==> src/sv/tdc_pkg.sv <==
// ----------------------------------------------------------------------------
// tdc_pkg: shared constants and helpers for the tick delta converter
// Field widths, request and unit codes, scaling constants.
// ----------------------------------------------------------------------------
package tdc_pkg;

  localparam int REQ_W      = 2;
  localparam int CNT_W      = 64;   // width of the counter reading field
  localparam int UNIT_W     = 2;
  localparam int UNITS_W    = 64;   // width of the result field
  localparam int RATE_W     = 32;
  localparam int FACTOR_W   = 30;   // holds 10^9 and the unit divisors
  localparam int PROD_W     = RATE_W + FACTOR_W;
  localparam int DIVISOR_W  = 52;   // (2^32-1) * 10^6 < 2^52
  localparam int DIVIDEND_W = 96;   // elapsed * 10^9 + leftover < 2^95
  localparam int LEFT_W     = 53;   // stored leftover width
  localparam int PADDR_W    = 3;
  localparam int PDATA_W    = 32;

  localparam int COUNTER_BITS_DEF = 64;

  localparam logic [RATE_W-1:0] RATE_RESET = 32'd1000;

  // request codes
  localparam logic [REQ_W-1:0] REQ_RESTART = 2'd0;
  localparam logic [REQ_W-1:0] REQ_MEASURE = 2'd1;
  localparam logic [REQ_W-1:0] REQ_PEEK    = 2'd2;
  localparam logic [REQ_W-1:0] REQ_INIT    = 2'd3;

  // unit codes
  localparam logic [UNIT_W-1:0] UNIT_MS = 2'd0;
  localparam logic [UNIT_W-1:0] UNIT_US = 2'd1;
  localparam logic [UNIT_W-1:0] UNIT_NS = 2'd2;

  localparam logic [FACTOR_W-1:0] NS_PER_SEC = 30'd1000000000;

  // register index of tick_rate
  localparam logic [0:0] REG_TICK_RATE = 1'b0;

  function automatic logic [FACTOR_W-1:0] unit_factor(input logic [UNIT_W-1:0] sel);
    logic [FACTOR_W-1:0] f;
    case (sel)
      UNIT_MS: f = 30'd1000000;
      UNIT_US: f = 30'd1000;
      default: f = 30'd1;        // nanoseconds, unknown code too
    endcase
    return f;
  endfunction

endpackage

==> src/sv/tdc_if.sv <==
// ----------------------------------------------------------------------------
// tdc_in_if / tdc_out_if: valid-ready channels of the tick delta converter
// Request channel and result channel with source and sink modports.
// ----------------------------------------------------------------------------
interface tdc_in_if;
  import tdc_pkg::*;

  logic              valid;
  logic              ready;
  logic [REQ_W-1:0]  req_type;
  logic [CNT_W-1:0]  counter_reading;
  logic [UNIT_W-1:0] unit_select;

  modport source (output valid, output req_type, output counter_reading,
                  output unit_select, input ready);
  modport sink   (input valid, input req_type, input counter_reading,
                  input unit_select, output ready);
endinterface

interface tdc_out_if;
  import tdc_pkg::*;

  logic               valid;
  logic               ready;
  logic [UNITS_W-1:0] elapsed_units;
  logic               saturated;

  modport source (output valid, output elapsed_units, output saturated, input ready);
  modport sink   (input valid, input elapsed_units, input saturated, output ready);
endinterface

==> src/sv/tdc_cfg_regs.sv <==
// ----------------------------------------------------------------------------
// tdc_cfg_regs: APB register file
// Holds tick_rate; zero-wait writes and reads.
// ----------------------------------------------------------------------------
module tdc_cfg_regs (
  input  logic                         clk,
  input  logic                         rst_n,
  input  logic                         psel,
  input  logic                         penable,
  input  logic                         pwrite,
  input  logic [tdc_pkg::PADDR_W-1:0]  paddr,
  input  logic [tdc_pkg::PDATA_W-1:0]  pwdata,
  output logic [tdc_pkg::PDATA_W-1:0]  prdata,
  output logic                         pready,
  output logic [tdc_pkg::RATE_W-1:0]   tick_rate
);
  import tdc_pkg::*;

  logic [RATE_W-1:0] rate_r;
  logic              hit;

  assign pready    = 1'b1;
  assign hit       = (paddr[PADDR_W-1:2] == REG_TICK_RATE);
  assign prdata    = hit ? rate_r : '0;
  assign tick_rate = rate_r;

  always_ff @(posedge clk) begin
    if (!rst_n) begin
      rate_r <= RATE_RESET;
    end else if (psel && penable && pwrite && pready && hit) begin
      rate_r <= pwdata;
    end
  end

endmodule

==> src/sv/tdc_div_unit.sv <==
// ----------------------------------------------------------------------------
// tdc_div_unit: bit-serial restoring divider
// One quotient bit per cycle; quotient shifts into the dividend register.
// ----------------------------------------------------------------------------
module tdc_div_unit (
  input  logic                           clk,
  input  logic                           rst_n,
  input  logic                           start,
  input  logic [tdc_pkg::DIVIDEND_W-1:0] dividend,
  input  logic [tdc_pkg::DIVISOR_W-1:0]  divisor,
  output logic                           done,
  output logic [tdc_pkg::DIVIDEND_W-1:0] quotient,
  output logic [tdc_pkg::DIVISOR_W-1:0]  remainder
);
  import tdc_pkg::*;

  localparam int STEP_W = $clog2(DIVIDEND_W);

  logic                  busy_r, busy_nxt;
  logic [STEP_W-1:0]     step_r, step_nxt;
  logic [DIVIDEND_W-1:0] dvd_r, dvd_nxt;
  logic [DIVISOR_W-1:0]  rem_r, rem_nxt;
  logic [DIVISOR_W-1:0]  dsr_r;
  logic [DIVISOR_W:0]    rem_sh;
  logic                  qbit;
  logic                  last;

  assign rem_sh = {rem_r, dvd_r[DIVIDEND_W-1]};
  assign qbit   = (rem_sh >= {1'b0, dsr_r});
  assign last   = busy_r && (step_r == STEP_W'(DIVIDEND_W - 1));

  always_comb begin
    busy_nxt = busy_r;
    step_nxt = step_r;
    dvd_nxt  = dvd_r;
    rem_nxt  = rem_r;
    if (start) begin
      busy_nxt = 1'b1;
      step_nxt = '0;
      dvd_nxt  = dividend;
      rem_nxt  = '0;
    end else if (busy_r) begin
      dvd_nxt  = {dvd_r[DIVIDEND_W-2:0], qbit};
      rem_nxt  = qbit ? DIVISOR_W'(rem_sh - {1'b0, dsr_r}) : rem_sh[DIVISOR_W-1:0];
      step_nxt = step_r + 1'b1;
      if (last) busy_nxt = 1'b0;
    end
  end

  always_ff @(posedge clk) begin
    if (!rst_n) begin
      busy_r <= 1'b0;
      step_r <= '0;
    end else begin
      busy_r <= busy_nxt;
      step_r <= step_nxt;
    end
  end

  always_ff @(posedge clk) begin
    dvd_r <= dvd_nxt;
    rem_r <= rem_nxt;
    if (start) dsr_r <= divisor;
  end

  // remainder is < divisor, so the top bit of rem_sh is dropped safely
  always_ff @(posedge clk) begin
    if (!rst_n) begin
      done <= 1'b0;
    end else begin
      done <= last;
    end
  end

  assign quotient  = dvd_r;
  assign remainder = rem_r;

endmodule

==> src/sv/tick_delta_time_unit_converter_unit.sv <==
// ----------------------------------------------------------------------------
// tick_delta_time_unit_converter_unit: elapsed tick to time unit converter
// Converts counter deltas to ms/us/ns with an exact carried remainder.
// ----------------------------------------------------------------------------
// Usage:
//   in_ch  : request transfer (req_type, counter_reading, unit_select).
//   out_ch : one result transfer per request (elapsed_units, saturated).
//   cfg_*  : APB port, tick_rate at byte address 0 (ticks per second).
// Sequence:
//   restart / init : straight to the result state, then the output register.
//   measure / peek : three passes through a shared 32x30 multiplier (divisor,
//     low and high halves of ticks*10^9), then a 96-step bit-serial divide,
//     one quotient bit per cycle.
// Throughput: one request at a time; in_ch.ready is high only while the
//   sequencer is idle. A finished result sits in the output register, so the
//   next request can be taken while the receiver still holds it off.
// Stall: if out_ch.ready stays low, the next result waits in the sequencer
//   until the output register frees up; nothing is dropped.
// Reset: rst_n (synchronous) clears reference and leftover, tick_rate=1000.
// ----------------------------------------------------------------------------
module tick_delta_time_unit_converter_unit #(
  parameter int COUNTER_BITS = tdc_pkg::COUNTER_BITS_DEF
) (
  input  logic                         clk,
  input  logic                         rst_n,
  tdc_in_if.sink                       in_ch,
  tdc_out_if.source                    out_ch,
  input  logic                         cfg_psel,
  input  logic                         cfg_penable,
  input  logic                         cfg_pwrite,
  input  logic [tdc_pkg::PADDR_W-1:0]  cfg_paddr,
  input  logic [tdc_pkg::PDATA_W-1:0]  cfg_pwdata,
  output logic [tdc_pkg::PDATA_W-1:0]  cfg_prdata,
  output logic                         cfg_pready
);
  import tdc_pkg::*;

  // sequencer states
  localparam logic [2:0] S_IDLE   = 3'd0;
  localparam logic [2:0] S_MUL_DV = 3'd1;  // divisor = rate * unit factor
  localparam logic [2:0] S_MUL_LO = 3'd2;  // acc = lo32 * 10^9 + leftover
  localparam logic [2:0] S_MUL_HI = 3'd3;  // acc += (hi32 * 10^9) << 32
  localparam logic [2:0] S_LAUNCH = 3'd4;  // kick the divider
  localparam logic [2:0] S_DIV    = 3'd5;
  localparam logic [2:0] S_RESULT = 3'd6;  // wait for the output register

  logic [2:0] state_r, state_nxt;

  logic [RATE_W-1:0]       tick_rate;
  logic [RATE_W-1:0]       rate_eff;
  logic [COUNTER_BITS-1:0] ref_r;
  logic [LEFT_W-1:0]       left_r;
  logic [CNT_W-1:0]        elapsed_r;
  logic [UNIT_W-1:0]       unit_r;
  logic                    measure_r;
  logic [DIVISOR_W-1:0]    divisor_r;
  logic [DIVIDEND_W-1:0]   acc_r;
  logic [UNITS_W-1:0]      res_units_r;
  logic                    res_sat_r;
  logic                    out_valid_r;
  logic [UNITS_W-1:0]      out_units_r;
  logic                    out_sat_r;

  logic                    in_fire;
  logic                    out_free;
  logic [COUNTER_BITS-1:0] reading;
  logic [COUNTER_BITS-1:0] delta;

  // shared multiplier
  logic [RATE_W-1:0]   mul_a;
  logic [FACTOR_W-1:0] mul_b;
  logic [PROD_W-1:0]   mul_p;

  logic                  div_start;
  logic                  div_done;
  logic [DIVIDEND_W-1:0] div_quot;
  logic [DIVISOR_W-1:0]  div_rem;

  tdc_cfg_regs u_cfg (
    .clk       (clk),
    .rst_n     (rst_n),
    .psel      (cfg_psel),
    .penable   (cfg_penable),
    .pwrite    (cfg_pwrite),
    .paddr     (cfg_paddr),
    .pwdata    (cfg_pwdata),
    .prdata    (cfg_prdata),
    .pready    (cfg_pready),
    .tick_rate (tick_rate)
  );

  tdc_div_unit u_div (
    .clk       (clk),
    .rst_n     (rst_n),
    .start     (div_start),
    .dividend  (acc_r),
    .divisor   (divisor_r),
    .done      (div_done),
    .quotient  (div_quot),
    .remainder (div_rem)
  );

  // a zero rate counts as one tick per second
  assign rate_eff = (tick_rate == '0) ? RATE_W'(1) : tick_rate;

  assign in_ch.ready = (state_r == S_IDLE);
  assign in_fire     = in_ch.valid && in_ch.ready;
  assign out_free    = !out_valid_r || out_ch.ready;
  assign div_start   = (state_r == S_LAUNCH);

  // counter wraps modulo 2^COUNTER_BITS
  assign reading = in_ch.counter_reading[COUNTER_BITS-1:0];
  assign delta   = reading - ref_r;

  always_comb begin
    mul_a = elapsed_r[RATE_W-1:0];
    mul_b = NS_PER_SEC;
    unique case (state_r)
      S_MUL_DV: begin
        mul_a = rate_eff;
        mul_b = unit_factor(unit_r);
      end
      S_MUL_HI: mul_a = elapsed_r[CNT_W-1:RATE_W];
      default:  mul_a = elapsed_r[RATE_W-1:0];
    endcase
  end

  assign mul_p = PROD_W'(mul_a) * PROD_W'(mul_b);

  always_comb begin
    state_nxt = state_r;
    unique case (state_r)
      S_IDLE: begin
        if (in_fire) begin
          if (in_ch.req_type == REQ_MEASURE || in_ch.req_type == REQ_PEEK) begin
            state_nxt = S_MUL_DV;
          end else begin
            state_nxt = S_RESULT;
          end
        end
      end
      S_MUL_DV: state_nxt = S_MUL_LO;
      S_MUL_LO: state_nxt = S_MUL_HI;
      S_MUL_HI: state_nxt = S_LAUNCH;
      S_LAUNCH: state_nxt = S_DIV;
      S_DIV:    if (div_done) state_nxt = S_RESULT;
      S_RESULT: if (out_free) state_nxt = S_IDLE;
      default:  state_nxt = S_IDLE;
    endcase
  end

  // control and architectural state
  always_ff @(posedge clk) begin
    if (!rst_n) begin
      state_r     <= S_IDLE;
      ref_r       <= '0;
      left_r      <= '0;
      out_valid_r <= 1'b0;
    end else begin
      state_r <= state_nxt;

      // restart, init and measure all re-arm the reference at the transfer
      if (in_fire && in_ch.req_type != REQ_PEEK) ref_r <= reading;
      if (in_fire && in_ch.req_type == REQ_INIT) left_r <= '0;

      // only a measure consumes the remainder
      if (state_r == S_DIV && div_done && measure_r) begin
        left_r <= LEFT_W'(div_rem);
      end

      if (state_r == S_RESULT && out_free) begin
        out_valid_r <= 1'b1;
      end else if (out_ch.ready) begin
        out_valid_r <= 1'b0;
      end
    end
  end

  // datapath
  always_ff @(posedge clk) begin
    if (in_fire) begin
      elapsed_r   <= CNT_W'(delta);
      unit_r      <= in_ch.unit_select;
      measure_r   <= (in_ch.req_type == REQ_MEASURE);
      res_units_r <= '0;   // restart and init report zero
      res_sat_r   <= 1'b0;
    end

    unique case (state_r)
      S_MUL_DV: divisor_r <= DIVISOR_W'(mul_p);
      S_MUL_LO: acc_r <= DIVIDEND_W'(mul_p) + DIVIDEND_W'(left_r);
      S_MUL_HI: acc_r <= acc_r + DIVIDEND_W'({mul_p, RATE_W'(0)});
      default: ;
    endcase

    // quotient bits above 63 mean the count does not fit: clamp
    if (state_r == S_DIV && div_done) begin
      res_sat_r   <= |div_quot[DIVIDEND_W-1:UNITS_W];
      res_units_r <= (|div_quot[DIVIDEND_W-1:UNITS_W]) ? '1 : div_quot[UNITS_W-1:0];
    end

    if (state_r == S_RESULT && out_free) begin
      out_units_r <= res_units_r;
      out_sat_r   <= res_sat_r;
    end
  end

  assign out_ch.valid         = out_valid_r;
  assign out_ch.elapsed_units = out_units_r;
  assign out_ch.saturated     = out_sat_r;

endmodule

==> src/flat_wrapper.sv <==
// flat-port wrapper written by rule: the top's interface ports become plain ports
module tick_delta_time_unit_converter_unit_flat import tdc_pkg::*;
#(
  parameter int COUNTER_BITS = tdc_pkg::COUNTER_BITS_DEF
)
  (clk, rst_n, cfg_psel, cfg_penable, cfg_pwrite, cfg_paddr, cfg_pwdata, cfg_prdata, cfg_pready, in_ch_valid, in_ch_req_type, in_ch_counter_reading, in_ch_unit_select, in_ch_ready, out_ch_valid, out_ch_elapsed_units, out_ch_saturated, out_ch_ready);
  tdc_in_if in_ch_i ();
  tdc_out_if out_ch_i ();
  input  logic clk;
  input  logic rst_n;
  input  logic cfg_psel;
  input  logic cfg_penable;
  input  logic cfg_pwrite;
  input  logic [tdc_pkg::PADDR_W-1:0] cfg_paddr;
  input  logic [tdc_pkg::PDATA_W-1:0] cfg_pwdata;
  output logic [tdc_pkg::PDATA_W-1:0] cfg_prdata;
  output logic cfg_pready;
  input wire logic [$bits(in_ch_i.valid)-1:0] in_ch_valid;
  input wire logic [$bits(in_ch_i.req_type)-1:0] in_ch_req_type;
  input wire logic [$bits(in_ch_i.counter_reading)-1:0] in_ch_counter_reading;
  input wire logic [$bits(in_ch_i.unit_select)-1:0] in_ch_unit_select;
  output wire logic [$bits(in_ch_i.ready)-1:0] in_ch_ready;
  output wire logic [$bits(out_ch_i.valid)-1:0] out_ch_valid;
  output wire logic [$bits(out_ch_i.elapsed_units)-1:0] out_ch_elapsed_units;
  output wire logic [$bits(out_ch_i.saturated)-1:0] out_ch_saturated;
  input wire logic [$bits(out_ch_i.ready)-1:0] out_ch_ready;
  assign in_ch_i.valid = in_ch_valid;
  assign in_ch_i.req_type = in_ch_req_type;
  assign in_ch_i.counter_reading = in_ch_counter_reading;
  assign in_ch_i.unit_select = in_ch_unit_select;
  assign in_ch_ready = in_ch_i.ready;
  assign out_ch_valid = out_ch_i.valid;
  assign out_ch_elapsed_units = out_ch_i.elapsed_units;
  assign out_ch_saturated = out_ch_i.saturated;
  assign out_ch_i.ready = out_ch_ready;
  tick_delta_time_unit_converter_unit #(.COUNTER_BITS(COUNTER_BITS)) u_core (.clk(clk), .rst_n(rst_n), .in_ch(in_ch_i), .out_ch(out_ch_i), .cfg_psel(cfg_psel), .cfg_penable(cfg_penable), .cfg_pwrite(cfg_pwrite), .cfg_paddr(cfg_paddr), .cfg_pwdata(cfg_pwdata), .cfg_prdata(cfg_prdata), .cfg_pready(cfg_pready));
endmodule
==> config.mk <==
export PLATFORM = sky130hd
export DESIGN_NAME = tick_delta_time_unit_converter_unit_flat
export DESIGN_NICKNAME = d
export VERILOG_FILES = /design/src/sv/tdc_pkg.sv /design/src/sv/tdc_if.sv /design/src/sv/tdc_cfg_regs.sv /design/src/sv/tdc_div_unit.sv /design/src/sv/tick_delta_time_unit_converter_unit.sv /design/src/flat_wrapper.sv
export SDC_FILE = /design/constraint.sdc
export NUM_CORES = 2
export LEC_CHECK = 0
export CELL_PAD_IN_SITES_DETAIL_PLACEMENT = 2
export CELL_PAD_IN_SITES_GLOBAL_PLACEMENT = 2
export CORE_MARGIN = 5
export CORE_UTILIZATION = 47
export CTS_BUF_LIST = sky130_fd_sc_hd__clkbuf_4 sky130_fd_sc_hd__clkbuf_8
export CTS_CLUSTER_SIZE = 25
export DETAILED_ROUTE_END_ITERATION = 6
export DONT_BUFFER_PORTS = 1
export PLACE_DENSITY = 0.95
export SLEW_MARGIN = 30
export SYNTH_ARGS = -nofsm -noshare
export SYNTH_HDL_FRONTEND = slang
export SYNTH_SLANG_ARGS = --single-unit
==> constraint.sdc <==
create_clock -name clk -period 30.8 [get_ports clk]
set_input_delay 1.54 -clock clk [delete_from_list [all_inputs] [get_ports clk]]
set_output_delay 1.54 -clock clk [all_outputs]
set_load 0.005 [all_outputs]
==> key figures, run 1 <==
Global routing
  • Global route overflow: 16
  • Total Routing Usage GR: 63.8%
  • Largest net degree at the start of global routing: 156

Place
  • PortBufs: 0
  • Hpwl dp: 233000 um
  • Placer Congestion: 0.942

Yosys
  • Synthesized area per cell: 9.59 um^2
  • Syn Nets: 7782
  • Ys flop type: edfxtp_1
  • Yosys warns: 0
  • Synth unique cells: 115
  • Post-synthesis sequential area ratio: 30.7%
  • Syn Inst Count: 6485
  • Number of synthesized flops with an enable pin: 493
  • Post-Synthesis Cell Area: 62200 um^2
  • Yosys reg bits: 706
  • Async SR Flop Fraction: 0%

Clocking
  • Root Driver: clkbuf_8
  • CTS max path bufs: 3
  • H-tree level count: 4
  • Post_cts resized: 0
  • CTS sink cnt: 706
  • CTS buffer count: 136
  • Setup Fix Bufs, Post-CTS: 0
  • Cts hold-fix bufs: 0

Outcome
  • Stop err: [ERROR GRT-0232] Routing congestion too high. Check the congestion heatmap in the GUI.
  • Status: did not finish
  • Halt Stage: global routing (5_1_grt)

Floorplan
  • Number of I/O pins: 210
  • Die extent in y: 374 um
  • Rows: 133
  • Die Wd: 374 um
  • Initial Util: 47.3%
cells in the mapped netlist, drive strengths merged (67+ instances only):
cell / instances / share of area (%)
clkbuf: 211 / 1.3
nand3: 75 / 0.63
nand2: 898 / 5.5
nand2b: 67 / 0.67
nor2b: 128 / 1.3
nor2: 304 / 1.8
inv: 904 / 5.5
nand4: 81 / 0.82
fa: 543 / 17
xnor2: 175 / 2.5
a21oi: 396 / 3.2
dfxtp: 213 / 6.9
a21boi: 103 / 1.2
xor2: 106 / 1.5
edfxtp: 493 / 24
o21ai: 251 / 2.0
ha: 644 / 13
a21o: 162 / 2.0
cell families after synthesis:
kind of cell | count (synthesis) | share of synthesized area, %
simple gates | 1806 | 13.3
buf+inv | 1149 | 7.13
compound gates | 1310 | 13.8
xor+xnor | 281 | 3.97
flops | 706 | 30.7
fa+ha+maj | 1187 | 30.4
other cells | 1 | 0.00603
mux | 45 | 0.728
metal layers:
metal / overflow / GRT usage (%)
met4: 8 / 72.3
met1: 0 / 59.6
met2: 8 / 85.4
met3: 0 / 43.2
met5: 0 / 12.8
per-stage QoR:
step	instance area (um^2)	utilization (%)	instances	setup slack, ns	hold WS, ns
2_1_floorplan	62200	-	6485	17.68	0.400
3_3_place_gp	64000	48.7	8061	17.11	0.400
3_5_place_dp	64100	48.7	8061	16.23	0.407
4_1_cts	67000	51.0	8313	15.64	0.385
==> run 2: changes to the inputs <==
--- a/config.mk
+++ b/config.mk
@@ -5,15 +5,11 @@
 export SDC_FILE = /design/constraint.sdc
 export NUM_CORES = 2
 export LEC_CHECK = 0
-export CELL_PAD_IN_SITES_DETAIL_PLACEMENT = 2
-export CELL_PAD_IN_SITES_GLOBAL_PLACEMENT = 2
 export CORE_MARGIN = 5
-export CORE_UTILIZATION = 47
-export CTS_BUF_LIST = sky130_fd_sc_hd__clkbuf_4 sky130_fd_sc_hd__clkbuf_8
-export CTS_CLUSTER_SIZE = 25
+export CORE_UTILIZATION = 40
 export DETAILED_ROUTE_END_ITERATION = 6
 export DONT_BUFFER_PORTS = 1
-export PLACE_DENSITY = 0.95
+export PLACE_DENSITY_LB_ADDON = 0.15
 export SLEW_MARGIN = 30
 export SYNTH_ARGS = -nofsm -noshare
 export SYNTH_HDL_FRONTEND = slang
==> key figures, run 2 <==
Floorplan
  • Core box area: 154000 um^2
  • Rows: 144 (+8.3%)
  • Number of I/O pins: 210 (unchanged)
  • Die extent in y: 404 um (+8.2%)
  • Die Wd: 404 um (+8.2%)
  • Full die area: 163000 um^2
  • Initial Util: 40.3% (-7.0 points)

Clocking
  • CTS sink cnt: 706 (unchanged)
  • CTS max path bufs: 3 (unchanged)
  • Root Driver: clkbuf_16
  • Post_cts resized: 0 (unchanged)
  • Cts hold-fix bufs: 0 (unchanged)
  • CTS buffer count: 86 (-37%)
  • Clk slew on worst S/H paths: 0.06 ns
  • CTS tree: built
  • H-tree level count: 3 (-1)
  • Setup Fix Bufs, Post-CTS: 0 (unchanged)
  • Clk_lat worst skew: 0.72 ns

Timing
  • Final Setup Violations: 0
  • Worst-Margin Slew: 1.06 ns
  • Setup TNS: 0 ns
  • Fin. Hold Viols: 0
  • Setup Skew: 0.0781 ns
  • Max_slew headroom: 29.4%
  • F_max: 72.5 MHz
  • Worst setup margin: 17.00 ns
  • Crit share post-route: 44.8%
  • Slew Viols, Final: 0
  • Post-route minimum period: 13.80 ns
  • RSZ-0062 raised after global routing: false

Place
  • Placer Congestion: 0.915 (-2.8%)
  • Setup slack at placement: 16.67 ns (+0.447 ns)
  • Hpwl dp: 150000 um (-36%)
  • PortBufs: 0 (unchanged)

Detailed routing
  • Vias: 45401
  • Final wirelength: 186000 um
  • Vias per cell: 5.33
  • Routed WL per cell: 21.8 um
  • Antenna viol nets, final: 0
  • DR pass1 iterations: 5
  • DRT iter0 DRCs: 2930
  • DRC Markers: 0

Cells and area
  • Proportion of layout cells with a drive suffix above 1: 5.16%
  • Final core utilization: 43.9%
  • Commonest cells after routing, fill and taps aside: inv_1 (901), nand2_1 (894), ha_1 (644), fa_1 (543), edfxtp_1 (493)
  • Most common cell after layout, fill and taps aside: inv_1
  • Final #Nets: 7703
  • Area Growth Syn to Fin: 8.85%

Setup path
  • Slowest cell on crit path: xor2_1
  • Cell mode on critical path: fa_1
  • WS Path Type: register to register
  • CP Max Fanout: 66
  • Crit start category: register
  • Critical path data required time: 31.26 ns
  • Setup crit end kind: register
  • Largest stage delay, worst path: 0.84 ns
  • Worst R2R Setup Slack: 17.00 ns
  • Worst Path Arrival: 14.26 ns

Yosys
  • Top cell type's share of synthesized area: 23.8% (unchanged)
  • Synth area leaders: edfxtp_1 (24%), fa_1 (17%), ha_1 (13%)
  • Post-Synthesis Cell Area: 62200 um^2 (unchanged)
  • Synth unique cells: 115 (unchanged)
  • Async SR Flop Fraction: 0% (unchanged)
  • Most frequent cell after synthesis: inv_1
  • Synthesized area per cell: 9.59 um^2 (unchanged)
  • Syn Nets: 7782 (unchanged)
  • Post-synthesis sequential area ratio: 30.7% (unchanged)
  • Syn Inst Count: 6485 (unchanged)
  • Number of synthesized flops with an enable pin: 493 (unchanged)
  • Post-synth top cells: inv_1 (904), nand2_1 (896), ha_1 (644)
  • Yosys reg bits: 706 (unchanged)
  • Ys flop type: edfxtp_1
  • Synth area leader: edfxtp_1
  • Yosys warns: 0 (unchanged)

Global routing
  • First-pass GRT wire length: 281000 um
  • Largest net degree at the start of global routing: 156
  • Vias in the first global route: 45812
  • Global route overflow: 0
  • Initial antenna violation count: 6
  • Total Routing Usage GR: 22.4%

Outcome
  • Status: complete, no violations

Flow run
  • Max-cap check violation count: 0

Min path
  • Worst Hold Class: register to register
==> run 2: cell counts after synthesis <==
No cell type changed its count.
==> run 2: per-stage QoR <==
stage                     area, um^2  std cells  hold slack [ns]
after floorplan                62200       6485            0.400
after global placement         64500       8362            0.401
after detailed placement       64500       8362            0.405
after CTS                      67700       8522            0.409
after global routing           67700       8522            0.412
final                          67700       8524            0.406
==> run 2: area by class of cell <==
type | count | area [um^2]
clock buffers | 106 | 2320
clock inverters | 54 | 830
well taps | 2044 | 2560
inverters | 905 | 3400
fillers | 15114 | 86500
repair buffers | 77 | 582
multi-input cells | 4630 | 38900
flip-flops and latches | 706 | 19100
diodes | 2 | 5.00
==> run 2: worst paths after layout <==
kind / start / to / cells after the start
hold / removal: u_core.divisor_r[43]$_DFFE_PP_ / u_core.u_div.dsr_r[43]$_DFFE_PP_ / 0
hold reg to reg: u_core.divisor_r[43]$_DFFE_PP_ / u_core.u_div.dsr_r[43]$_DFFE_PP_ / 0
setup reg to reg: u_core.state_r[0]$_SDFFE_PN0P_ / u_core.acc_r[93]$_SDFFCE_PP0P_ / 40
setup / recovery: u_core.state_r[0]$_SDFFE_PN0P_ / u_core.acc_r[93]$_SDFFCE_PP0P_ / 40
==> run 2: kinds of logic after synthesis <==
group,Yosys count,share of synthesized area (%)
AOI/OAI and AO/OA,1310,13.8
adders and majority gates,1187,30.4
and+or+nand+nor,1806,13.3
xor gates and xnor gates,281,3.97
DFF,706,30.7
muxes,45,0.728
other,1,0.00603
buffers and inverters,1149,7.13
==> run 2: worst max-delay path: cells and delay by family (launching register included) <==
kind,cells,cell delay [ns]
AOI/OAI and AO/OA,6,1.71
xor gates and xnor gates,2,0.98
adders and majority gates,10,4.70
buffers and inverters,7,2.04
DFF,1,0.31
and+or+nand+nor,15,3.71
==> run 2: layer usage <==
layer | up-vias | routed length (um) | track usage [%]
li1 | 21801 | - | -
met4 | 2 | 6170 | 6.71
met2 | 953 | 91600 | 39.2
met3 | 238 | 8810 | 3.45
met1 | 22407 | 79400 | 28.7
met5 | - | 13 | 0
Power of run 2 is left out: the tool's default activity adds up to more than one toggle a clock period on the data nets, which glitch-free logic cannot reach.
